===== config.mk =====
export PLATFORM = sky130hd
export DESIGN_NAME = ptc_datapath
export DESIGN_NICKNAME = d
export VERILOG_FILES = /design/src/design/ptc_pkg.sv /design/src/design/ptc_ram.sv /design/src/design/ptc_datapath.sv
export SDC_FILE = /design/constraint.sdc
export NUM_CORES = 2
export LEC_CHECK = 0
export BUFFER_PORTS_ARGS = -buffer_cell sky130_fd_sc_hd__buf_2
export CAP_MARGIN = 20
export CORE_MARGIN = 10
export CORE_UTILIZATION = 58
export DETAILED_ROUTE_END_ITERATION = 16
export PLACE_DENSITY_LB_ADDON = 0.15
export SLEW_MARGIN = 20
export SYNTH_ARGS = -nofsm -noshare
export SYNTH_HDL_FRONTEND = slang
export SYNTH_SLANG_ARGS = --single-unit

===== constraint.sdc =====
create_clock -name clock -period 7.6 [get_ports clock]
set_input_delay 0.38 -clock clock [delete_from_list [all_inputs] [get_ports clock]]
set_output_delay 0.38 -clock clock [all_outputs]
set_load 0.05 [all_outputs]

===== src/design/ptc_pkg.sv =====
// Package with shared types and constants of the periodic timer coalescer.
`timescale 1ns / 1ps

package ptc_pkg;

   localparam int TIME_W  = 32;
   localparam int IVL_W   = 16;
   localparam int IDX_W   = 4;
   localparam int PCT_W   = 7;
   localparam int QNT_W   = 10;
   localparam int COUNT_W = 16;

   localparam int CSR_IDX_W  = 1;
   localparam int CSR_DATA_W = 10;

   localparam logic [CSR_IDX_W-1:0] CSR_ALLOWED_PERCENT = 1'b0;
   localparam logic [CSR_IDX_W-1:0] CSR_QUANTUM_STEP    = 1'b1;

   localparam logic OP_LOAD = 1'b0;
   localparam logic OP_TICK = 1'b1;

   localparam logic [PCT_W-1:0]   PERCENT_RESET = 7'd0;
   localparam logic [QNT_W-1:0]   QUANTUM_RESET = 10'd50;
   localparam logic [PCT_W-1:0]   PCT_SCALE     = 7'd100;
   localparam logic [TIME_W-1:0]  TIME_SAT      = 32'hFFFF_FFFF;
   localparam logic [COUNT_W-1:0] COUNT_MAX     = 16'hFFFF;

   typedef enum logic [2:0] {
      ST_IDLE,
      ST_MIN,
      ST_DECIDE,
      ST_UPD,
      ST_FINISH
   } ptc_state_type;

   typedef struct packed {
      logic load;
      logic advance;
      logic rd_en;
      logic min_step;
      logic min_first;
      logic decide;
      logic upd_calc;
      logic upd_wr;
      logic finish;
      logic any_active;
   } ptc_cmd_type;

   typedef struct packed {
      logic period_zero;
      logic out_free;
   } ptc_status_type;

endpackage


===== src/design/ptc_ram.sv =====
// Generic single-write, single-read RAM with registered read data.
`timescale 1ns / 1ps

module ptc_ram #(
   parameter int WIDTH = 32,
   parameter int DEPTH = 16,
   localparam int AW = (DEPTH > 1) ? $clog2(DEPTH) : 1
) (
   input  logic             clock,
   input  logic             wr_en,
   input  logic [AW-1:0]    wr_addr,
   input  logic [WIDTH-1:0] wr_data,
   input  logic             rd_en,
   input  logic [AW-1:0]    rd_addr,
   output logic [WIDTH-1:0] rd_data
);

   logic [WIDTH-1:0] mem_ff [DEPTH];
   logic [WIDTH-1:0] rd_data_ff;

   always_ff @(posedge clock) begin
      if (wr_en) begin
         mem_ff[wr_addr] <= wr_data;
      end
      if (rd_en) begin
         rd_data_ff <= mem_ff[rd_addr];
      end
   end

   assign rd_data = rd_data_ff;

endmodule


===== src/design/ptc_datapath.sv =====
// Client tables, time keeping, per-client arithmetic and the result register.
`timescale 1ns / 1ps

module ptc_datapath import ptc_pkg::*; #(
   parameter int CLIENTS = 16,
   localparam int IW = (CLIENTS > 1) ? $clog2(CLIENTS) : 1
) (
   input  logic                  clock,
   input  logic                  reset,
   input  logic                  csr_wr_en,
   input  logic [CSR_IDX_W-1:0]  csr_index,
   input  logic [CSR_DATA_W-1:0] csr_wr_data,
   input  logic [IDX_W-1:0]      req_client_index,
   input  logic [IVL_W-1:0]      req_interval,
   input  ptc_cmd_type           cmd,
   input  logic [IW-1:0]         rd_idx,
   input  logic [IW-1:0]         wr_idx,
   output ptc_status_type        status,
   input  logic                  rsp_ready,
   output logic                  rsp_valid,
   output logic [TIME_W-1:0]     rsp_base_time,
   output logic                  rsp_base_valid,
   output logic                  rsp_is_new,
   output logic [COUNT_W-1:0]    rsp_message_count,
   output logic [TIME_W-1:0]     rsp_current_time,
   output logic                  rsp_time_overflow
);

   localparam int LHS_W = TIME_W + PCT_W;
   localparam int RHS_W = PCT_W + 1 + IVL_W;

   logic [PCT_W-1:0]   pct_ff;
   logic [QNT_W-1:0]   quantum_ff;
   logic [TIME_W-1:0]  now_ff;
   logic               ovf_ff, ovf_in;
   logic [TIME_W-1:0]  min_ff;
   logic               hit_ff;
   logic [TIME_W-1:0]  last_base_ff;
   logic               emitted_ff;
   logic [COUNT_W-1:0] count_ff;
   logic [CLIENTS-1:0] vld_ff;
   logic               rd_vld_ff;

   logic [TIME_W-1:0]  s2_due_ff;
   logic [IVL_W-1:0]   s2_per_ff;
   logic [LHS_W-1:0]   s2_lhs_ff;
   logic [RHS_W-1:0]   s2_rhs_ff;
   logic               s2_eq_now_ff;
   logic               s2_later_ff;
   logic               s2_small_ff;

   logic               out_vld_ff;
   logic [TIME_W-1:0]  out_base_ff;
   logic               out_base_vld_ff;
   logic               out_new_ff;
   logic [COUNT_W-1:0] out_count_ff;
   logic [TIME_W-1:0]  out_now_ff;
   logic               out_ovf_ff;

   logic               load_ok;
   logic [IW-1:0]      load_addr;
   logic [IVL_W-1:0]   per_q;
   logic [TIME_W-1:0]  due_q;
   logic [IVL_W-1:0]   per_rd;
   logic [TIME_W-1:0]  due_rd;
   logic [TIME_W-1:0]  gap;
   logic [PCT_W:0]     pct_plus;
   logic [TIME_W:0]    now_sum;
   logic [TIME_W:0]    due_sum;
   logic               upd_we;
   logic [TIME_W-1:0]  upd_data;
   logic               per_we;
   logic               due_we;
   logic [IW-1:0]      ram_wr_addr;
   logic [TIME_W-1:0]  due_wr_data;
   logic               fresh;
   logic [COUNT_W-1:0] count_next;

   assign load_ok   = cmd.load && (32'(req_client_index) < 32'(CLIENTS));
   assign load_addr = IW'(req_client_index);

   // Both tables are written together by a load, so one valid bit covers a slot.
   assign per_rd = rd_vld_ff ? per_q : '0;
   assign due_rd = rd_vld_ff ? due_q : '0;

   assign gap      = due_rd - min_ff;
   assign pct_plus = {1'b0, pct_ff} + (PCT_W + 1)'(1);
   assign now_sum  = {1'b0, now_ff} + (TIME_W + 1)'(quantum_ff);
   assign due_sum  = {1'b0, s2_due_ff} + (TIME_W + 1)'(s2_per_ff);

   // floor(gap*100/period) <= percent is the same as gap*100 < (percent+1)*period.
   always_comb begin
      if (hit_ff) begin
         upd_we   = s2_eq_now_ff;
         upd_data = due_sum[TIME_W] ? TIME_SAT : due_sum[TIME_W-1:0];
      end else begin
         upd_we   = s2_later_ff && (s2_small_ff || (s2_lhs_ff < LHS_W'(s2_rhs_ff)));
         upd_data = min_ff;
      end
   end

   assign per_we      = load_ok;
   assign due_we      = load_ok || (cmd.upd_wr && upd_we);
   assign ram_wr_addr = cmd.load ? load_addr : wr_idx;
   assign due_wr_data = cmd.load ? TIME_W'(req_interval) : upd_data;

   ptc_ram #(.WIDTH(IVL_W), .DEPTH(CLIENTS)) u_period_ram (
      .clock   (clock),
      .wr_en   (per_we),
      .wr_addr (load_addr),
      .wr_data (req_interval),
      .rd_en   (cmd.rd_en),
      .rd_addr (rd_idx),
      .rd_data (per_q)
   );

   ptc_ram #(.WIDTH(TIME_W), .DEPTH(CLIENTS)) u_due_ram (
      .clock   (clock),
      .wr_en   (due_we),
      .wr_addr (ram_wr_addr),
      .wr_data (due_wr_data),
      .rd_en   (cmd.rd_en),
      .rd_addr (rd_idx),
      .rd_data (due_q)
   );

   always_comb begin
      ovf_in = ovf_ff;
      if (cmd.advance && now_sum[TIME_W]) begin
         ovf_in = 1'b1;
      end
      if (cmd.upd_wr && hit_ff && s2_eq_now_ff && due_sum[TIME_W]) begin
         ovf_in = 1'b1;
      end
   end

   assign fresh      = cmd.any_active && (!emitted_ff || (min_ff != last_base_ff));
   assign count_next = (fresh && (count_ff != COUNT_MAX)) ? count_ff + COUNT_W'(1) : count_ff;

   always_ff @(posedge clock) begin
      if (reset) begin
         pct_ff       <= PERCENT_RESET;
         quantum_ff   <= QUANTUM_RESET;
         now_ff       <= '0;
         ovf_ff       <= 1'b0;
         last_base_ff <= '0;
         emitted_ff   <= 1'b0;
         count_ff     <= '0;
         vld_ff       <= '0;
         out_vld_ff   <= 1'b0;
      end else begin
         if (csr_wr_en) begin
            unique case (csr_index)
               CSR_ALLOWED_PERCENT: pct_ff     <= csr_wr_data[PCT_W-1:0];
               CSR_QUANTUM_STEP:    quantum_ff <= csr_wr_data[QNT_W-1:0];
               default:             ;
            endcase
         end
         if (load_ok) begin
            vld_ff[load_addr] <= 1'b1;
         end
         if (cmd.advance) begin
            now_ff <= now_sum[TIME_W] ? TIME_SAT : now_sum[TIME_W-1:0];
         end
         ovf_ff <= ovf_in;
         if (cmd.finish && cmd.any_active) begin
            last_base_ff <= min_ff;
            emitted_ff   <= 1'b1;
            count_ff     <= count_next;
         end
         if (cmd.finish) begin
            out_vld_ff <= 1'b1;
         end else if (rsp_ready) begin
            out_vld_ff <= 1'b0;
         end
      end
   end

   always_ff @(posedge clock) begin
      if (cmd.rd_en) begin
         rd_vld_ff <= vld_ff[rd_idx];
      end
      if (cmd.min_step && (cmd.min_first || (due_rd < min_ff))) begin
         min_ff <= due_rd;
      end
      if (cmd.decide) begin
         hit_ff <= (min_ff == now_ff);
      end
      if (cmd.upd_calc) begin
         s2_due_ff    <= due_rd;
         s2_per_ff    <= per_rd;
         s2_lhs_ff    <= LHS_W'(gap) * LHS_W'(PCT_SCALE);
         s2_rhs_ff    <= RHS_W'(pct_plus) * RHS_W'(per_rd);
         s2_eq_now_ff <= (due_rd == now_ff);
         s2_later_ff  <= (due_rd > min_ff);
         s2_small_ff  <= (gap < TIME_W'(quantum_ff));
      end
      if (cmd.finish) begin
         out_base_ff     <= cmd.any_active ? min_ff : '0;
         out_base_vld_ff <= cmd.any_active;
         out_new_ff      <= fresh;
         out_count_ff    <= count_next;
         out_now_ff      <= now_ff;
         out_ovf_ff      <= ovf_ff;
      end
   end

   assign status.period_zero = (per_rd == '0);
   assign status.out_free    = !out_vld_ff || rsp_ready;

   assign rsp_valid         = out_vld_ff;
   assign rsp_base_time     = out_base_ff;
   assign rsp_base_valid    = out_base_vld_ff;
   assign rsp_is_new        = out_new_ff;
   assign rsp_message_count = out_count_ff;
   assign rsp_current_time  = out_now_ff;
   assign rsp_time_overflow = out_ovf_ff;

endmodule

==> reports/summary.txt <==
Biggest register -> u_due_ram.mem_ff
max cap viols -> 0
main area contributors after synthesis -> edfxtp_1, mux4_2, ha_1
Post-Route WL -> 138000 microns
global-route wire length before repair -> 209000 microns
initial antenna violation count -> 6
Clock Latency Late Sink -> 710 ps
design area -> 0.0628 sq mm
Final Util -> 65.1%
Synth Flop Type -> edfxtp_1
final HPWL from detailed placement -> 90600 microns
vias in the first global route -> 33038
Worst Max-Slew Pin Slew -> 1030 ps
multi-input logic area -> 0.0208 sq mm
syn nets -> 4309
maximum clock rate -> 0.146 GHz
PD cells -> 286 mW/mm^2
Post-synth EDFFs -> 1045
Num CTS Buffers -> 112
Hold Path Sink -> u_period_ram.mem_ff[3][15]
Worst Path Max Fanout -> 18
slowest CP cell -> edfxtp_1
drt drc -> 0
DR WL/cell -> 25.2 microns
pin count of the biggest net entering global routing -> 113
ANT nets after route -> 0
post-synth top area cell -> edfxtp_1
Top Ports -> 139
Reg clk slew, reported paths -> 60 ps
final-report setup violation count -> 0
Overall Global Routing Usage -> 24.8%
routed vias -> 33117
Hold Crit Start -> req_interval[15]
Via density -> 6.04
Nets -> 4522
reg2reg start -> rd_vld_ff
peak supply drop -> 0.225 mV
CTS Buffer Depth -> 3
setup ws final -> 762 ps
status -> finished, final reports clean
grt ovf -> 0
post-synth top area share -> 55.8%
crit path time final -> 6840 ps
Area Overhead vs Synth -> 11.6%
yosys warns -> 0
GPL Wtd Cong -> 0.909
largest registers -> u_due_ram.mem_ff (512), u_period_ram.mem_ff (256), s2_lhs_ff (37)
# rows -> 114
RSZ-0062 raised after global routing -> no
placed cell areas -> 0.0589 sq mm
die height -> 331 microns
Initial Util -> 58.3%
Hold Path Depth -> 1
Final Cycle Share -> 90.0%
fraction of final layout cells sized beyond drive strength 1 -> 17.0%
CP dominant cell by count -> ha_1
WS Path Type -> reg -> reg
element type at the critical path end -> flip-flop
CTS resizes -> 0
RR Endpoint -> s2_lhs_ff[28]
Final Skew -> 28.1 ps
WP data required -> 8060 ps
Setup Buffers After CTS -> 0
Worst setup SP type -> flip-flop
Core Area -> 0.0964 sq mm
LEAKAGE -> 23.6 nW
Hold Buf Count CTS -> 12
drt pass-1 iters -> 5
DP Cell Count -> 5261
Reg2Reg Setup Slack -> 760 ps
Cell Area, Synth -> 0.0562 sq mm
Slew Viols, Final -> 0
setup TNS -> 0 ps
worst slack at placement -> 846 ps
Slew HR -> 31.1%
htree depth -> 3
Filler cells -> 7039
worst reg-to-reg path cell count -> 26
Final Hold Slack -> 57.4 ps
Syn Area/Cell -> 14.4 sq um
CTS tree -> done
Seq/Total Area, Yosys -> 59.9%
Largest register FFs -> 512
post-route insts no fill -> 5486
Yosys reg bits -> 1161
Power Total -> 18.0 mW
share of flip-flops with an asynchronous set or reset -> 0%
worst hold path class -> in -> reg
full die area -> 0.110 sq mm
Yosys cell types -> 82
arrival time worst endpoint -> 7300 ps
Root Buffer -> clkbuf_16
final hold vios -> 0
die width -> 331 microns
Reg area -> 0.0337 sq mm
Syn Inst Count -> 3898
Worst path max stage delay -> 600 ps
# clock sinks -> 1161
I/O Buffers -> 138
Initial DRC Count -> 3492
-- layer usage --
metal | wire, microns | vias up | GRT usage, %
met1 | 57500 | 16698 | 34.8
met2 | 65900 | 1283 | 39.6
met3 | 9980 | 218 | 3.69
li1 | - | 14916 | -
met4 | 4960 | 2 | 8.80
met5 | 13 | - | 0
-- Yosys cell counts, types with 8 or more instances --
cell type	number
o21ai_0	65
nand2b_1	21
a21oi_1	152
a2111oi_0	8
a31oi_1	18
a211oi_1	25
nor2_1	258
mux2i_1	12
xor2_1	130
nand2_1	242
and4_1	17
fa_1	114
nor3_1	58
o22ai_1	15
and3_1	31
o211ai_1	8
mux4_2	245
edfxtp_1	1045
o21bai_1	13
inv_1	360
nand3_1	45
clkbuf_1	106
and2_1	76
nor4_1	41
nor2b_1	16
dfxtp_1	116
a21o_1	53
or2_2	11
or3_1	9
nand4_1	45
a221oi_1	14
buf_2	13
buf_1	26
ha_1	244
o21a_1	17
xnor2_1	121
a311oi_1	8
-- kinds of logic (layout without fill, tap and decap cells) --
| group | count (synthesis) | after routing | synth area share (%) |
|---|---|---|---|
| DFF | 1161 | 1161 | 59.9 |
| and+or+nand+nor | 896 | 896 | 7.73 |
| buffers and inverters | 512 | 822 | 3.50 |
| AOI/OAI and AO/OA | 462 | 462 | 5.42 |
| adders and majority gates | 358 | 358 | 9.48 |
| muxes | 258 | 258 | 10.0 |
| xor gates and xnor gates | 251 | 251 | 3.91 |
| other | 0 | 2 | 0 |
-- worst max-delay path by stage --
stage / startpoint / end / slack (ps) / cells after the start
floorplan: rd_vld_ff / s2_lhs_ff[34] / 1680 / 26
global placement: rd_vld_ff / s2_lhs_ff[28] / 910 / 26
detailed placement: rd_vld_ff / s2_lhs_ff[38] / 850 / 24
CTS: rd_vld_ff / s2_lhs_ff[28] / 820 / 26
global route: rd_vld_ff / s2_lhs_ff[38] / 170 / 24
finish: rd_vld_ff / s2_lhs_ff[28] / 760 / 26
-- critical path, delay by kind of cell (launching register included) --
kind	cells	cell delay (ps)
AOI/OAI and AO/OA	11	2390
xor gates and xnor gates	1	270
adders and majority gates	6	2070
buffers and inverters	3	160
DFF	1	600
and+or+nand+nor	5	1110
-- layout by cell type (no fill, tap or decap), types with 13 or more instances in the layout --
master	n
edfxtp_1	1045
inv_1	360
mux4_2	245
ha_1	244
nand2_1	242
nor2_1	230
a21oi_1	152
buf_2	132
xor2_1	130
xnor2_1	121
dfxtp_1	116
fa_1	114
clkbuf_16	113
buf_4	102
and2_1	76
o21ai_0	65
nor3_1	54
a21o_1	53
nand4_1	45
nand3_1	45
nor4_1	41
and3_1	31
clkinv_1	29
a211oi_1	25
nand2b_1	21
clkinv_2	20
a31oi_1	18
and4_1	17
o21a_1	17
nor2b_1	16
nor2_4	16
o22ai_1	15
clkbuf_1	15
a221oi_1	14
o21bai_1	13
bufinv_16	13
-- power breakdown --
group	internal (mW)	leakage (nW)	switching [mW]
logic	1.92	11.1	2.77
clock network	3.23	1.83	2.41
registers	7.51	10.7	0.144
-- cell type report --
cell class	count	share of cell area, %
timing repair buffer	250	2.57
clock buffer	133	4.70
multi-input combinational	2225	33.1
tap	1276	2.54
sequential	1161	53.7
clock inverter	78	1.28
inverter	361	2.16
antenna	2	0.00797
Note: power is estimated with default switching activity, not from simulation.
