--- src/design/ptc_pkg.sv ---
// Package with shared types and constants of the periodic timer coalescer.
`timescale 1ns / 1ps

package ptc_pkg;

   localparam int TIME_W  = 32;
   localparam int IVL_W   = 16;
   localparam int IDX_W   = 4;
   localparam int PCT_W   = 7;
   localparam int QNT_W   = 10;
   localparam int COUNT_W = 16;

   localparam int CSR_IDX_W  = 1;
   localparam int CSR_DATA_W = 10;

   localparam logic [CSR_IDX_W-1:0] CSR_ALLOWED_PERCENT = 1'b0;
   localparam logic [CSR_IDX_W-1:0] CSR_QUANTUM_STEP    = 1'b1;

   localparam logic OP_LOAD = 1'b0;
   localparam logic OP_TICK = 1'b1;

   localparam logic [PCT_W-1:0]   PERCENT_RESET = 7'd0;
   localparam logic [QNT_W-1:0]   QUANTUM_RESET = 10'd50;
   localparam logic [PCT_W-1:0]   PCT_SCALE     = 7'd100;
   localparam logic [TIME_W-1:0]  TIME_SAT      = 32'hFFFF_FFFF;
   localparam logic [COUNT_W-1:0] COUNT_MAX     = 16'hFFFF;

   typedef enum logic [2:0] {
      ST_IDLE,
      ST_MIN,
      ST_DECIDE,
      ST_UPD,
      ST_FINISH
   } ptc_state_type;

   typedef struct packed {
      logic load;
      logic advance;
      logic rd_en;
      logic min_step;
      logic min_first;
      logic decide;
      logic upd_calc;
      logic upd_wr;
      logic finish;
      logic any_active;
   } ptc_cmd_type;

   typedef struct packed {
      logic period_zero;
      logic out_free;
   } ptc_status_type;

endpackage

--- src/design/ptc_ctrl.sv ---
// Sequencer for the minimum pass and the update pass of one tick.
`timescale 1ns / 1ps

module ptc_ctrl import ptc_pkg::*; #(
   parameter int CLIENTS = 16,
   localparam int IW = (CLIENTS > 1) ? $clog2(CLIENTS) : 1,
   localparam int CW = $clog2(CLIENTS + 1)
) (
   input  logic           clock,
   input  logic           reset,
   input  logic           req_valid,
   input  logic           req_operation,
   output logic           req_ready,
   input  ptc_status_type status,
   output ptc_cmd_type    cmd,
   output logic [IW-1:0]  rd_idx,
   output logic [IW-1:0]  wr_idx
);

   ptc_state_type state_ff, state_in;
   logic [CW-1:0] cnt_ff, cnt_in;
   logic [CW-1:0] n_ff, n_in;
   logic          s1_vld_ff, s1_vld_in;
   logic [IW-1:0] s1_idx_ff, s1_idx_in;
   logic          s2_vld_ff, s2_vld_in;
   logic [IW-1:0] s2_idx_ff, s2_idx_in;
   logic          stop;

   always_ff @(posedge clock) begin
      if (reset) begin
         state_ff  <= ST_IDLE;
         cnt_ff    <= '0;
         n_ff      <= '0;
         s1_vld_ff <= 1'b0;
         s2_vld_ff <= 1'b0;
      end else begin
         state_ff  <= state_in;
         cnt_ff    <= cnt_in;
         n_ff      <= n_in;
         s1_vld_ff <= s1_vld_in;
         s2_vld_ff <= s2_vld_in;
      end
   end

   always_ff @(posedge clock) begin
      s1_idx_ff <= s1_idx_in;
      s2_idx_ff <= s2_idx_in;
   end

   // The scan ends at the first inactive client or after the last slot.
   assign stop = s1_vld_ff && (status.period_zero || (s1_idx_ff == IW'(CLIENTS - 1)));

   always_comb begin
      state_in       = state_ff;
      cnt_in         = cnt_ff;
      n_in           = n_ff;
      cmd            = '0;
      req_ready      = 1'b0;
      rd_idx         = cnt_ff[IW-1:0];
      wr_idx         = s2_idx_ff;
      cmd.upd_wr     = s2_vld_ff;
      cmd.any_active = (n_ff != '0);

      unique case (state_ff)
         ST_IDLE: begin
            req_ready = 1'b1;
            if (req_valid) begin
               if (req_operation == OP_TICK) begin
                  cmd.advance = 1'b1;
                  cnt_in      = '0;
                  state_in    = ST_MIN;
               end else begin
                  cmd.load = 1'b1;
               end
            end
         end
         ST_MIN: begin
            if (s1_vld_ff && !status.period_zero) begin
               cmd.min_step  = 1'b1;
               cmd.min_first = (s1_idx_ff == '0);
            end
            if (stop) begin
               n_in     = status.period_zero ? CW'(s1_idx_ff) : CW'(CLIENTS);
               state_in = ST_DECIDE;
            end else if (cnt_ff < CW'(CLIENTS)) begin
               cmd.rd_en = 1'b1;
               cnt_in    = cnt_ff + CW'(1);
            end
         end
         ST_DECIDE: begin
            cmd.decide = 1'b1;
            cnt_in     = '0;
            state_in   = ST_UPD;
         end
         ST_UPD: begin
            if (cnt_ff < n_ff) begin
               cmd.rd_en = 1'b1;
               cnt_in    = cnt_ff + CW'(1);
            end
            if (s1_vld_ff) begin
               cmd.upd_calc = 1'b1;
            end
            if ((cnt_ff == n_ff) && !s1_vld_ff && !s2_vld_ff) begin
               state_in = ST_FINISH;
            end
         end
         ST_FINISH: begin
            if (status.out_free) begin
               cmd.finish = 1'b1;
               state_in   = ST_IDLE;
            end
         end
         default: begin
            state_in = ST_IDLE;
         end
      endcase

      s1_vld_in = cmd.rd_en;
      s1_idx_in = cnt_ff[IW-1:0];
      s2_vld_in = cmd.upd_calc;
      s2_idx_in = s1_idx_ff;
   end

endmodule

--- config.mk ---
export PLATFORM = sky130hd
export DESIGN_NAME = ptc_ctrl
export DESIGN_NICKNAME = d
export VERILOG_FILES = /design/src/design/ptc_pkg.sv /design/src/design/ptc_ctrl.sv
export SDC_FILE = /design/constraint.sdc
export NUM_CORES = 1
export LEC_CHECK = 0
export BUFFER_PORTS_ARGS = -buffer_cell sky130_fd_sc_hd__buf_2
export CAP_MARGIN = 30
export CORE_ASPECT_RATIO = 0.9
export CORE_UTILIZATION = 53
export DETAILED_ROUTE_END_ITERATION = 16
export GPL_ROUTABILITY_DRIVEN = 0
export GPL_TIMING_DRIVEN = 0
export PLACE_DENSITY_LB_ADDON = 0.08
export SYNTH_ARGS = -nofsm -noshare
export SYNTH_HDL_FRONTEND = slang
export SYNTH_SLANG_ARGS = --single-unit
--- constraint.sdc ---
create_clock -name clock -period 2.2 [get_ports clock]
set_input_delay 0.11 -clock clock [delete_from_list [all_inputs] [get_ports clock]]
set_output_delay 0.11 -clock clock [all_outputs]
set_load 0.05 [all_outputs]
==> results of run 1 <==
==> layer usage <==
layer | routed length, um | global-route usage (%) | part of all wire (%)
met1 | 1300 | 32.8 | 42
met2 | 1450 | 41.3 | 47
met3 | 251 | 4.21 | 8.1
met4 | 102 | 14.6 | 3.3
met5 | 0 | 0 | 0
==> what timing repair did <==
action                     CTS  global route
resized for setup           13            18
buffers inserted             5             5
setup endpoints to repair    1             1
pin swaps                    3             5
==> where the power goes <==
part           switching [W]  internal (W)  total (W)
clock               0.000136     0.0000683   0.000204
combinational      0.0000690     0.0000376   0.000107
sequential        0.00000745      0.000417   0.000424
==> area by class of cell <==
type                            instances  area, um^2  share of cell area, %
Clock buffer                            3        22.5                   1.45
Buffer                                 10        70.1                   4.52
Sequential cell                        23         482                   31.0
Inverter                                8        30.0                   1.94
Clock inverter                          1        5.00                  0.323
Tap cell                               25        31.3                   2.02
Multi-Input combinational cell         84         706                   45.5
Timing Repair Buffer                   34         205                   13.2
==> cell families after synthesis <==
family | count (synthesis)
simple gates | 49
compound gates | 28
flops | 23
buf+inv | 19
fa+ha+maj | 6
mux | 1
==> critical path, delay by kind of cell (launching register included) <==
family                   cells  cell delay [ps]
AO/OA/AOI/OAI                2              530
adder cells (fa/ha/maj)      1              280
buffers and inverters        2              200
flip-flops                   1              360
AND/OR/NAND/NOR              3              310
==> flip-flops by register name, indices dropped and copies added, names as in the netlist <==
signal,flops
s1_vld_ff,1
s2_vld_ff,1
state_ff,3
wr_idx,4
s1_idx_ff,4
n_ff,5
cnt_ff,5
==> through the flow <==
stage	setup WS (ps)	instance area [um^2]	setup TNS, ps	util, %	cells
final	87.6	1550	0	77.3	188
after global routing	32.1	1550	0	77.3	188
after CTS	8.73	1440	0	71.8	184
after detailed placement	-65.0	1340	-65.0	66.7	175
after global placement	-29.2	1340	-29.2	66.7	175
after floorplan	194	1190	0	-	126
==> synthesized netlist by cell type, types with 2 or more instances <==
master	count
sky130_fd_sc_hd__a21oi_1	4
sky130_fd_sc_hd__a22oi_1	4
sky130_fd_sc_hd__and2_1	4
sky130_fd_sc_hd__and3_1	3
sky130_fd_sc_hd__buf_2	2
sky130_fd_sc_hd__buf_4	7
sky130_fd_sc_hd__dfxtp_1	23
sky130_fd_sc_hd__ha_1	6
sky130_fd_sc_hd__inv_1	6
sky130_fd_sc_hd__inv_2	2
sky130_fd_sc_hd__nand2_1	3
sky130_fd_sc_hd__nand3_1	6
sky130_fd_sc_hd__nor2_1	7
sky130_fd_sc_hd__nor2b_1	4
sky130_fd_sc_hd__nor3_1	7
sky130_fd_sc_hd__nor3b_1	2
sky130_fd_sc_hd__o21ai_0	3
sky130_fd_sc_hd__o21ai_1	4
sky130_fd_sc_hd__o311ai_1	3
sky130_fd_sc_hd__or4_1	4
==> final timing paths <==
path	start	end	cells after the start
setup / recovery	n_ff[4]	cmd[7]	8
hold reg to reg	s1_idx_ff[3]	wr_idx[3]	0
setup reg to reg	n_ff[1]	cnt_ff[0]	8
hold / removal	reset	cnt_ff[4]	3
==> run summary, run 1 <==
The run finished with clean final reports. The vias after detailed routing is 1134. The logs give 1 for the depth of the CTS H-tree and 23 for the sink count of the clock tree. The floorplan step defined a die boundary enclosing 2430 um^2. Global routing finished with a remaining overflow of 0.

The run gives 0.694 nW as the leakage power summed over all cells. The worst hold path class was in2reg. For the number of remaining DRC errors, the log shows 0. The share of the synthesized area in compound gates (AO/OA/AOI/OAI) is 18.8%, and the maximum buffer depth of the clock tree is 2.

The net count of the finished layout is 176. The average instance area after synthesis works out to 9.39 um^2. The first global-routing pass estimated 4.41 mm of wire. The transition time at the pin with the least slew margin came out at 536 ps. 0 antenna diodes ended up in the layout. Setup violations remaining at the end of the flow were counted as 0. In this run the remaining antenna-violating nets after routing total 0. TritonCTS built the clock tree. Measured against its own limit, the worst slew margin works out to 64.2%.

The detailed router finished its first iteration with 50 violations. Data on the critical path arrives at its endpoint at 2000 ps. In the synthesized netlist the dominant register cell turns out to be sky130_fd_sc_hd__dfxtp_1. Yosys printed 0 warnings. Area added between synthesis and finish: 31.1%. For this configuration, the core starts out at a cell density of 58.9%.

Yosys mapped a number of flops with a built-in enable equal to 0. The pin count of the biggest net entering global routing came out at 14. The commonest non-fill, non-tap cell in the layout is sky130_fd_sc_hd__buf_2. During I/O placement, the number of pins put on the boundary was 25. The tools report the total power as 0.000736 W.

The register bit count reported by yosys was 23. In the synthesized netlist the async set-or-reset flop fraction comes to 0%. The cell area that synthesis handed to floorplanning was 1180 um^2. Final hold analysis gives a worst-case slack of 69.9 ps. The final layout contains routed wiring with a total length of 3.11 mm. On the worst path, the slowest cell contributes a delay of 360 ps.

In this run, distinct cell masters in the synthesized netlist total 42. For the worst reg-to-reg setup slack, the log shows 230 ps. Setup repair after global routing left no endpoint under its margin.

The number of standard-cell rows in the floorplan was 15. The worst setup path is captured at a primary output. Dividing the detail-routed wire length by the instance count gives 16.5 um. The power density over cell area works out to 474 nW/um^2. Root buffer selected by CTS: sky130_fd_sc_hd__clkbuf_4.

Traced cell by cell, the critical path runs through inv_2, ha_4, nand3_4, o21bai_4, a311oi_4, or2_4, nor2_2, buf_8. The number of slew-limit violations in the final report came out at 0. Counting the fill cells in the layout gives 134.

Count of hold-fix buffers inserted at cts: 0. The tools report the initial antenna violation count as 0. The horizontal extent of the die was 51.8 um; the endpoint required time on the critical path was 2090 ps.

Synthesized netlist net count: 138. The final clock skew came out at 9.08 ps. Of the cells placed in the final design, the portion with a size suffix greater than 1 is 46.6%. The height of the die is 46.8 um, and the post-synthesis instance total is 126. Across every metal layer, demand over resource in global routing totals 25.5%. Dividing the final minimum period by the clock period gives 96.0%. The run gives 1.92 mm as the post-DP HPWL. Cell at the slowest stage of the critical path: sky130_fd_sc_hd__dfxtp_2.

Of all cell types, the one taking the most synthesized area is sky130_fd_sc_hd__dfxtp_1. Largest fanout on the critical path: 3. The simple-gate portion of the synthesized area is 26.0%, and the post-synthesis share of cell area spent on full adders, half adders and majority gates is 6.34%.

For the total count of hold-check failures in the final report, the log shows 0. The number of vias per cell after detailed routing is 6.03, and the share of synthesized area spent on multiplexers is 0.846%. The via count of the first global-routing pass was 963; the worst IR drop on VDD was 0.000341 V.

The critical path in this run is classified as reg2out. In the layout the commonest cells are sky130_fd_sc_hd__buf_2, sky130_fd_sc_hd__buf_4, sky130_fd_sc_hd__dfxtp_1. The tool flagged a number of max-cap violations equal to 0.

The total area inside the core boundary comes to 2010 um^2. The register clock-pin slew on the reported worst setup and hold paths came out at 140 ps. For the portion of the post-synthesis area used by sequential elements, the log shows 38.9%. For the clock buffer count from CTS, the log shows 3. Based on the critical path, the design can be clocked at up to 473 MHz. Summing the areas of all xor and xnor instances in the mapped netlist gives 0% of the synthesized area. The clock period minus worst slack came out at 2110 ps. The dominant combinational cell family by area after synthesis was simple AND/OR/NAND/NOR gates. By area the synthesized netlist is led by sky130_fd_sc_hd__dfxtp_1, sky130_fd_sc_hd__ha_1, sky130_fd_sc_hd__buf_4. The share of the synthesized area in the top cell type came out at 38.9%. The clock latency of the later-clocked register in the worst-skew pair is 320 ps, and the number of port buffers is 24. For this run, the detailed router's first-pass iteration total came to 5.

STA classifies the critical path startpoint as a flop.
Power figures use the tool's default switching activity.
==> run 2: changes to the inputs <==
Settings changed: CORE_ASPECT_RATIO 0.9 to 1.4.
==> run summary, run 2 (synthesized netlist as in run 1, its figures left out) <==
The run finished with clean final reports. The logs give 2040 um^2 (was 2010 um^2) for the core box area and 468 MHz (was 473 MHz) for the maximum operating frequency. The switching share of power came out at 28.8% (was 28.9%). The total power came out at 0.000741 W (was 0.000736 W).

The clock period minus worst slack works out to 2140 ps (was 2110 ps). The effective utilization at floorplan was 57.9% (was 58.9%); the post-layout instance count excluding filler cells was 178 (was 188). The slack of the critical path was 64.5 ps (was 87.6 ps); the number of standard-cell rows in the floorplan was 19 (was 15). For the worst slack after detailed placement, the log shows -54.3 ps (was -65.0 ps). Number of vias per cell after detailed routing: 5.98 (was 6.03). The register area came out at 474 um^2 (was 482 um^2). The worst IR drop on VDD is 0.000483 V (was 0.000341 V).

The final-layout fill cell count came out at 152 (was 134). The power spent charging and discharging nets was 0.000214 W (was 0.000213 W). The core occupancy in the finished layout came out at 72.8% (was 77.3%). The average wire per cell in the routed design works out to 15.7 um (was 16.5 um). The combinational cell fraction of total power was 14.2% (was 14.5%).

The logs give 65.0% (was 64.2%) for the headroom to the max-slew limit and 23 (unchanged) for the sink count of the clock tree. The final worst-path cycle share works out to 97.1% (was 96.0%). TritonCTS built the clock tree. The register clock-pin slew on the reported worst setup and hold paths was 140 ps (about the same); the transition time at the pin with the least slew margin was 525 ps (was 536 ps). The arrival time at the worst endpoint was 2030 ps (was 2000 ps). The tools report the clock latency of the later-clocked register in the worst-skew pair as 330 ps (was 320 ps). The buffer and inverter count on the worst path works out to 2 (unchanged).

Cells traversed along the worst timing path: inv_2, ha_4, nand3_2, o21bai_4, a311oi_4, or2_4, nor2_2, buf_8 (was inv_2, ha_4, nand3_4, o21bai_4, a311oi_4, or2_4, nor2_2, buf_8). Cell at the slowest stage of the critical path: sky130_fd_sc_hd__dfxtp_2 (unchanged). The footprint of the multi-input gates was 698 um^2 (was 706 um^2); the first-pass iteration count of the detailed router was 5 (unchanged). For the post-route cell area, the log shows 1490 um^2 (was 1550 um^2). The via count of the first global-routing pass is 981 (was 963), and the area added between synthesis and finish is 25.8% (was 31.1%).

The total wire length is 2.79 mm (was 3.11 mm). The root buffer selected by CTS was sky130_fd_sc_hd__clkbuf_4 (unchanged). The number of ports placed on the die boundary was 25 (unchanged).

The commonest non-fill, non-tap cell in the layout is sky130_fd_sc_hd__buf_2 (unchanged). Leading registers by flop count: cnt_ff x5, n_ff x5 (unchanged). The cell internal power dissipation is 0.000527 W (was 0.000523 W), and the number of slew-limit violations in the final report is 0 (unchanged).

For the total grt overflow, the log shows 0 (unchanged). The number of remaining DRC errors is 0 (unchanged), and the share of total power in the clock network is 28.3% (was 27.8%). The wire length of the first global-routing pass is 4.24 mm (was 4.41 mm).

For the placed instance count, the log shows 171 (was 175). The run gives 170 (was 176) as the number of nets in the final layout. The power density over cell area works out to 498 nW/um^2 (was 474 nW/um^2). The placed standard-cell area is 1340 um^2 (about the same). Most used cells in the layout excluding fill and tap cells: sky130_fd_sc_hd__buf_2, sky130_fd_sc_hd__dfxtp_1, sky130_fd_sc_hd__buf_4 (was sky130_fd_sc_hd__buf_2, sky130_fd_sc_hd__buf_4, sky130_fd_sc_hd__dfxtp_1). For the pin count of the biggest net entering global routing, the log shows 15 (was 14). The leakage power summed over all cells is 0.658 nW (was 0.694 nW).

The endpoint required time on the critical path was 2090 ps (about the same); the initial antenna violation count was 0 (unchanged). The proportion of layout cells with a drive suffix above 1 was 44.6% (was 46.6%). The vias after detailed routing was 1064 (was 1134); the depth of the CTS H-tree was 1 (unchanged). The antenna cell count was 0 (unchanged).

The worst hold path class is in2reg (unchanged). The tools report the total track usage as 22.8% (was 25.5%). Setup repair after global routing left no endpoint under its margin. The largest delay contributor family on the critical path is compound AO/OA/AOI/OAI gates (unchanged).

The tools report the type of element launching the critical path as a flop (unchanged). Largest fanout on the critical path: 3 (unchanged). The die footprint came out at 2430 um^2 (about the same).

The sort of element at the end of the critical path is a primary output (unchanged). The number of port buffers was 24 (unchanged). The type of the setup path with the least slack was reg2out (unchanged). The final clock skew was 8.26 ps (was 9.08 ps).

The violation count after the first detailed-route iteration was 23 (was 50); the final count of negative-setup-slack endpoints was 0 (unchanged). The part of the power in registers came out at 57.6% (was 57.7%). The largest stage delay on the critical path works out to 380 ps (was 360 ps). The total count of hold-check failures in the final report is 0 (unchanged).

For the clock buffer count from CTS, the log shows 3 (unchanged). Height of the die: 57.9 um (was 46.8 um). The tools report the max-cap violation count as 0 (unchanged).

The run gives 0 (unchanged) as the remaining antenna violation count after routing. The post-DP HPWL was 1.87 mm (was 1.92 mm); the maximum buffer depth of the clock tree was 2 (unchanged). The horizontal extent of the die works out to 41.9 um (was 51.8 um).
## run 2: metal layers
layer / track usage [%] / share of wire [%] / vias to the layer above
met4: 11.1 / 1.5 / 0
met2: 41.3 / 55 / 34
met3: 2.49 / 3.3 / 5
met1: 26.3 / 40 / 498
met5: 0 / 0 / -
li1: - / - / 527
## run 2: path summary, 6_finish.rpt
path | cells after the start | endpoint | slack, ps | start
hold reg to reg | 0 | s1_idx_ff[0] | 420 | cnt_ff[0]
setup reg to reg | 7 | cnt_ff[0] | 220 | n_ff[4]
hold / removal | 3 | cnt_ff[4] | 60 | reset
setup / recovery | 8 | cmd[7] | 60 | n_ff[4]
## run 2: what timing repair did
item | in CTS | in global routing
gates resized for setup | 9 | 18
pin swaps | 3 | 4
setup endpoints to repair | 1 | 1
hold buffers | 0 | 0
cloned | 0 | 0
buffers inserted | 4 | 0
## run 2: area by class of cell
cell class	instances	area share (%)
multi-input cells	84	46.9
clock buffers	3	1.51
flip-flops and latches	23	31.8
well taps	21	1.76
plain buffers	10	4.71
repair buffers	28	10.8
inverters	8	2.02
clock inverters	1	0.504
## run 2: power groups by stage
stage	Combinational [W]	Sequential, W	Clock, W
final	0.000105	0.000427	0.000210
after global routing	0.000112	0.000428	0.000222
after detailed placement	0.0000963	0.000437	0
after floorplan	0.0000692	0.000439	0
after global placement	0.0000944	0.000437	0
after CTS	0.000105	0.000426	0.000208
## run 2: worst reg2reg max path, cell delays in order, from the launching register on
cell	delay [ps]
sky130_fd_sc_hd__dfxtp_2	380
sky130_fd_sc_hd__inv_2	50
sky130_fd_sc_hd__ha_4	250
sky130_fd_sc_hd__a21oi_1	260
sky130_fd_sc_hd__a311oi_4	160
sky130_fd_sc_hd__buf_4	180
sky130_fd_sc_hd__or4_1	460
sky130_fd_sc_hd__a21oi_1	160
## run 2: metrics by stage
stage / hold slack (ps) / setup TNS [ps]
3_3_place_gp: 400 / -50.2
2_1_floorplan: 287 / 0
3_5_place_dp: 400 / -54.3
5_1_grt: 101 / 0
6_report: 63.8 / 0
4_1_cts: 80.2 / 0
==> run 3: changes to the inputs <==
Settings changed: ABC_AREA set to 1, CORE_ASPECT_RATIO 1.4 to 1.1.
==> run summary, run 3 <==
The root buffer selected by CTS was sky130_fd_sc_hd__clkbuf_4 (unchanged). The remaining antenna violation count after routing was 0 (unchanged); the number of standard-cell rows in the floorplan was 17 (was 19). The post-synthesis instance total is 171 (was 126), and the area added between synthesis and finish is 15.4% (was 25.8%). The number of enable-type register cells in the synthesized netlist is 0 (unchanged), and the depth of the CTS H-tree is 1 (unchanged).

The post-layout instance count excluding filler cells came out at 227 (was 178). The run gives 15 (unchanged) as the pin count of the biggest net entering global routing. Dominant cell type by area after synthesis: sky130_fd_sc_hd__dfxtp_1 (unchanged).

The total count of hold-check failures in the final report is 0 (unchanged). The logs give 0 (unchanged) for the antenna cell count and 0 (unchanged) for the count of hold-fix buffers inserted at cts. The tools report the final-layout fill cell count as 209 (was 152). The type of the setup path with the least slack is reg2out (unchanged). The logs give 1210 um^2 (was 1180 um^2) for the area of the mapped netlist and 1390 um^2 (was 1490 um^2) for the post-route cell area. The end of the worst hold path was state_ff[0] (was cnt_ff[4]). For the number of slew-limit violations in the final report, the log shows 0 (unchanged). The logs give 57.9% (about the same) for the effective utilization at floorplan and 0 (unchanged) for the final count of negative-setup-slack endpoints. The commonest non-fill, non-tap cell in the layout was sky130_fd_sc_hd__nand2_1 (was sky130_fd_sc_hd__buf_2). The portion of the post-synthesis area used by sequential elements is 38.2% (was 38.9%). The logs give 39.6 ps (was 63.8 ps) for the worst-case hold slack and 972 (was 981) for the via count of the first global-routing pass. The proportion of layout cells with a drive suffix above 1 was 23.6% (was 44.6%). The total wire length was 2.56 mm (was 2.79 mm); the setup total negative slack was 0 ps (unchanged).

The post-DP HPWL was 1.99 mm (was 1.87 mm). Max-cap violation count: 0 (unchanged). The register area came out at 460 um^2 (was 474 um^2). Largest fanout on the critical path: 9 (was 3).

The run gives 23.7% (was 22.8%) as the total track usage. Footprint of the multi-input gates: 581 um^2 (was 698 um^2). Most used cells in the layout excluding fill and tap cells: sky130_fd_sc_hd__nand2_1, sky130_fd_sc_hd__inv_1, sky130_fd_sc_hd__buf_2 (was sky130_fd_sc_hd__buf_2, sky130_fd_sc_hd__dfxtp_1, sky130_fd_sc_hd__buf_4). The share of flip-flops with an asynchronous set or reset after synthesis came out at 0% (unchanged). The run gives 4.16 ps (was 8.26 ps) as the final clock skew. Worst hold path class: in2reg (unchanged).

The core box area is 2080 um^2 (was 2040 um^2). The tools report the type of element launching the critical path as a flop (unchanged). The run finished with clean final reports. Clock buffer count from CTS: 3 (unchanged).

The clock latency of the later-clocked register in the worst-skew pair is 320 ps (was 330 ps), and the post-cts repair resize count is 0 (was 9). The run gives 2090 ps (about the same) as the endpoint required time on the critical path. The number of ports placed on the die boundary was 25 (unchanged). The yosys synthesis warning count was 0 (unchanged); the horizontal extent of the die was 47.5 um (was 41.9 um).

Commonest cells post-synth: sky130_fd_sc_hd__nand2_1, sky130_fd_sc_hd__inv_1, sky130_fd_sc_hd__dfxtp_1 (was sky130_fd_sc_hd__dfxtp_1, sky130_fd_sc_hd__buf_4, sky130_fd_sc_hd__nor2_1, sky130_fd_sc_hd__nor3_1). The number of cells on the worst hold path is 4 (was 3), and the final worst-path cycle share is 91.2% (was 97.1%). The power density over cell area is 1040 nW/um^2 (was 498 nW/um^2), and the placed standard-cell area is 1360 um^2 (was 1340 um^2). For the maximum buffer depth of the clock tree, the log shows 2 (unchanged). For the vias after detailed routing, the log shows 1132 (was 1064).

The die footprint came out at 2470 um^2 (was 2430 um^2). The cell with the most instances after synthesis was sky130_fd_sc_hd__nand2_1 (was sky130_fd_sc_hd__dfxtp_1). Count of distinct cell types in the synthesized netlist: 23 (was 42). Leading registers by flop count: cnt_ff x5, n_ff x5 (unchanged).

The logic depth of the worst register-to-register path is 10 (was 7). Setup repair after global routing left no endpoint under its margin. The clock period minus worst slack was 2010 ps (was 2140 ps). The maximum operating frequency was 498 MHz (was 468 MHz). The tools report the violation count after the first detailed-route iteration as 37 (was 23). The number of port buffers is 24 (unchanged).

The run gives 0 (unchanged) as the initial antenna violation count. The worst reg2reg path startpoint is cnt_ff[2] (was n_ff[4]). The register bit count reported by yosys was 23 (unchanged); the number of vias per cell after detailed routing was 4.99 (was 5.98). The register clock-pin slew on the reported worst setup and hold paths is 140 ps (about the same), and the headroom to the max-slew limit is 68.1% (was 65.0%). The average wire per cell in the routed design is 11.3 um (was 15.7 um), and the height of the die is 52.0 um (was 57.9 um). The worst IR drop on VDD is 0.000643 V (was 0.000483 V), and the arrival time at the worst endpoint is 1900 ps (was 2030 ps).

The synthesized netlist net count came out at 183 (was 138). End of the worst register-to-register path: cnt_ff[1] (was cnt_ff[0]). Most area-consuming cells after synthesis: sky130_fd_sc_hd__dfxtp_1, sky130_fd_sc_hd__nand2_1, sky130_fd_sc_hd__inv_1 (was sky130_fd_sc_hd__dfxtp_1, sky130_fd_sc_hd__ha_1, sky130_fd_sc_hd__buf_4). The worst reg-to-reg setup slack came out at 600 ps (was 220 ps).

The transition time at the pin with the least slew margin was 479 ps (was 525 ps); the number of setup buffers added after CTS was 0 (was 4). The logs give 23 (unchanged) for the sink count of the clock tree and 212 (was 170) for the number of nets in the final layout. The number of remaining DRC errors was 0 (unchanged). The most instantiated flip-flop cell in the synthesis netlist was sky130_fd_sc_hd__dfxtp_1 (unchanged). The share of the synthesized area in the top cell type was 38.2% (was 38.9%). TritonCTS built the clock tree. The total grt overflow was 0 (unchanged). The tools report the hold path startpoint as reset (unchanged). The first-pass iteration count of the detailed router came out at 4 (was 5). The wire length of the first global-routing pass was 4.06 mm (was 4.24 mm). The tools report the leakage power summed over all cells as 0.696 nW (was 0.658 nW).

The placed instance count is 223 (was 171). The average instance area after synthesis is 7.05 um^2 (was 9.39 um^2). Sort of element at the end of the critical path: a primary output (unchanged).
## run 3: how the worst max path moves through the flow
| stage | from | endpoint | slack [ps] |
|---|---|---|---|
| finish | cnt_ff[2] | cmd[7] | 190 |
| floorplan | state_ff[2] | cmd[9] | 20 |
| CTS | cnt_ff[2] | cmd[7] | 180 |
| global route | cnt_ff[2] | cmd[7] | 20 |
| global placement | cnt_ff[2] | cmd[7] | 590 |
| detailed placement | cnt_ff[2] | cmd[7] | 560 |
## run 3: per-stage QoR
step	worst slack (ps)	total power (W)	util, %
detailed placement	563	0.00124	65.3
global route	22.4	0.00155	66.7
global placement	586	0.00123	65.3
finish	193	0.00144	66.7
CTS	176	0.00145	66.7
floorplan	20.5	0.00110	-
## run 3: cell families (layout without fill, tap and decap cells)
| group | count (synthesis) | after routing | synth area share (%) |
|---|---|---|---|
| xor+xnor | 1 | 1 | 0.726 |
| flops | 23 | 23 | 38.2 |
| compound gates | 14 | 14 | 6.22 |
| fa+ha+maj | 6 | 6 | 6.22 |
| buf+inv | 37 | 65 | 13.7 |
| simple gates | 90 | 90 | 35.0 |
## run 3: where the power goes
| part | switching, W | leakage (nW) | internal (W) |
|---|---|---|---|
| Sequential | 0.0000773 | 0.188 | 0.000484 |
| Clock | 0.000138 | 0.0139 | 0.0000695 |
| Combinational | 0.000474 | 0.495 | 0.000200 |
| Total | 0.000689 | 0.696 | 0.000754 |
## run 3: layer usage
metal	wire length, um	part of all wire (%)	GRT usage, %
met1	1080	42	26.7
met2	1270	50	41.8
met3	153	6.0	3.13
met4	52	2.0	11.4
met5	0	0	0
## run 3: worst max-delay path, stage by stage, from the launching register on
cell	delay, ps
sky130_fd_sc_hd__dfxtp_1	520
sky130_fd_sc_hd__ha_1	310
sky130_fd_sc_hd__nand2_1	70
sky130_fd_sc_hd__nand2_1	40
sky130_fd_sc_hd__nand2_1	70
sky130_fd_sc_hd__nand4_1	120
sky130_fd_sc_hd__nand2_1	100
sky130_fd_sc_hd__buf_4	100
sky130_fd_sc_hd__buf_2	240
## run 3: layout make-up
type / count / share of cell area (%)
Timing Repair Buffer: 24 / 8.63
Multi-Input combinational cell: 111 / 41.7
Clock inverter: 1 / 0.540
Inverter: 29 / 7.82
Sequential cell: 23 / 33.1
Tap cell: 28 / 2.52
Buffer: 8 / 4.05
Clock buffer: 3 / 1.62
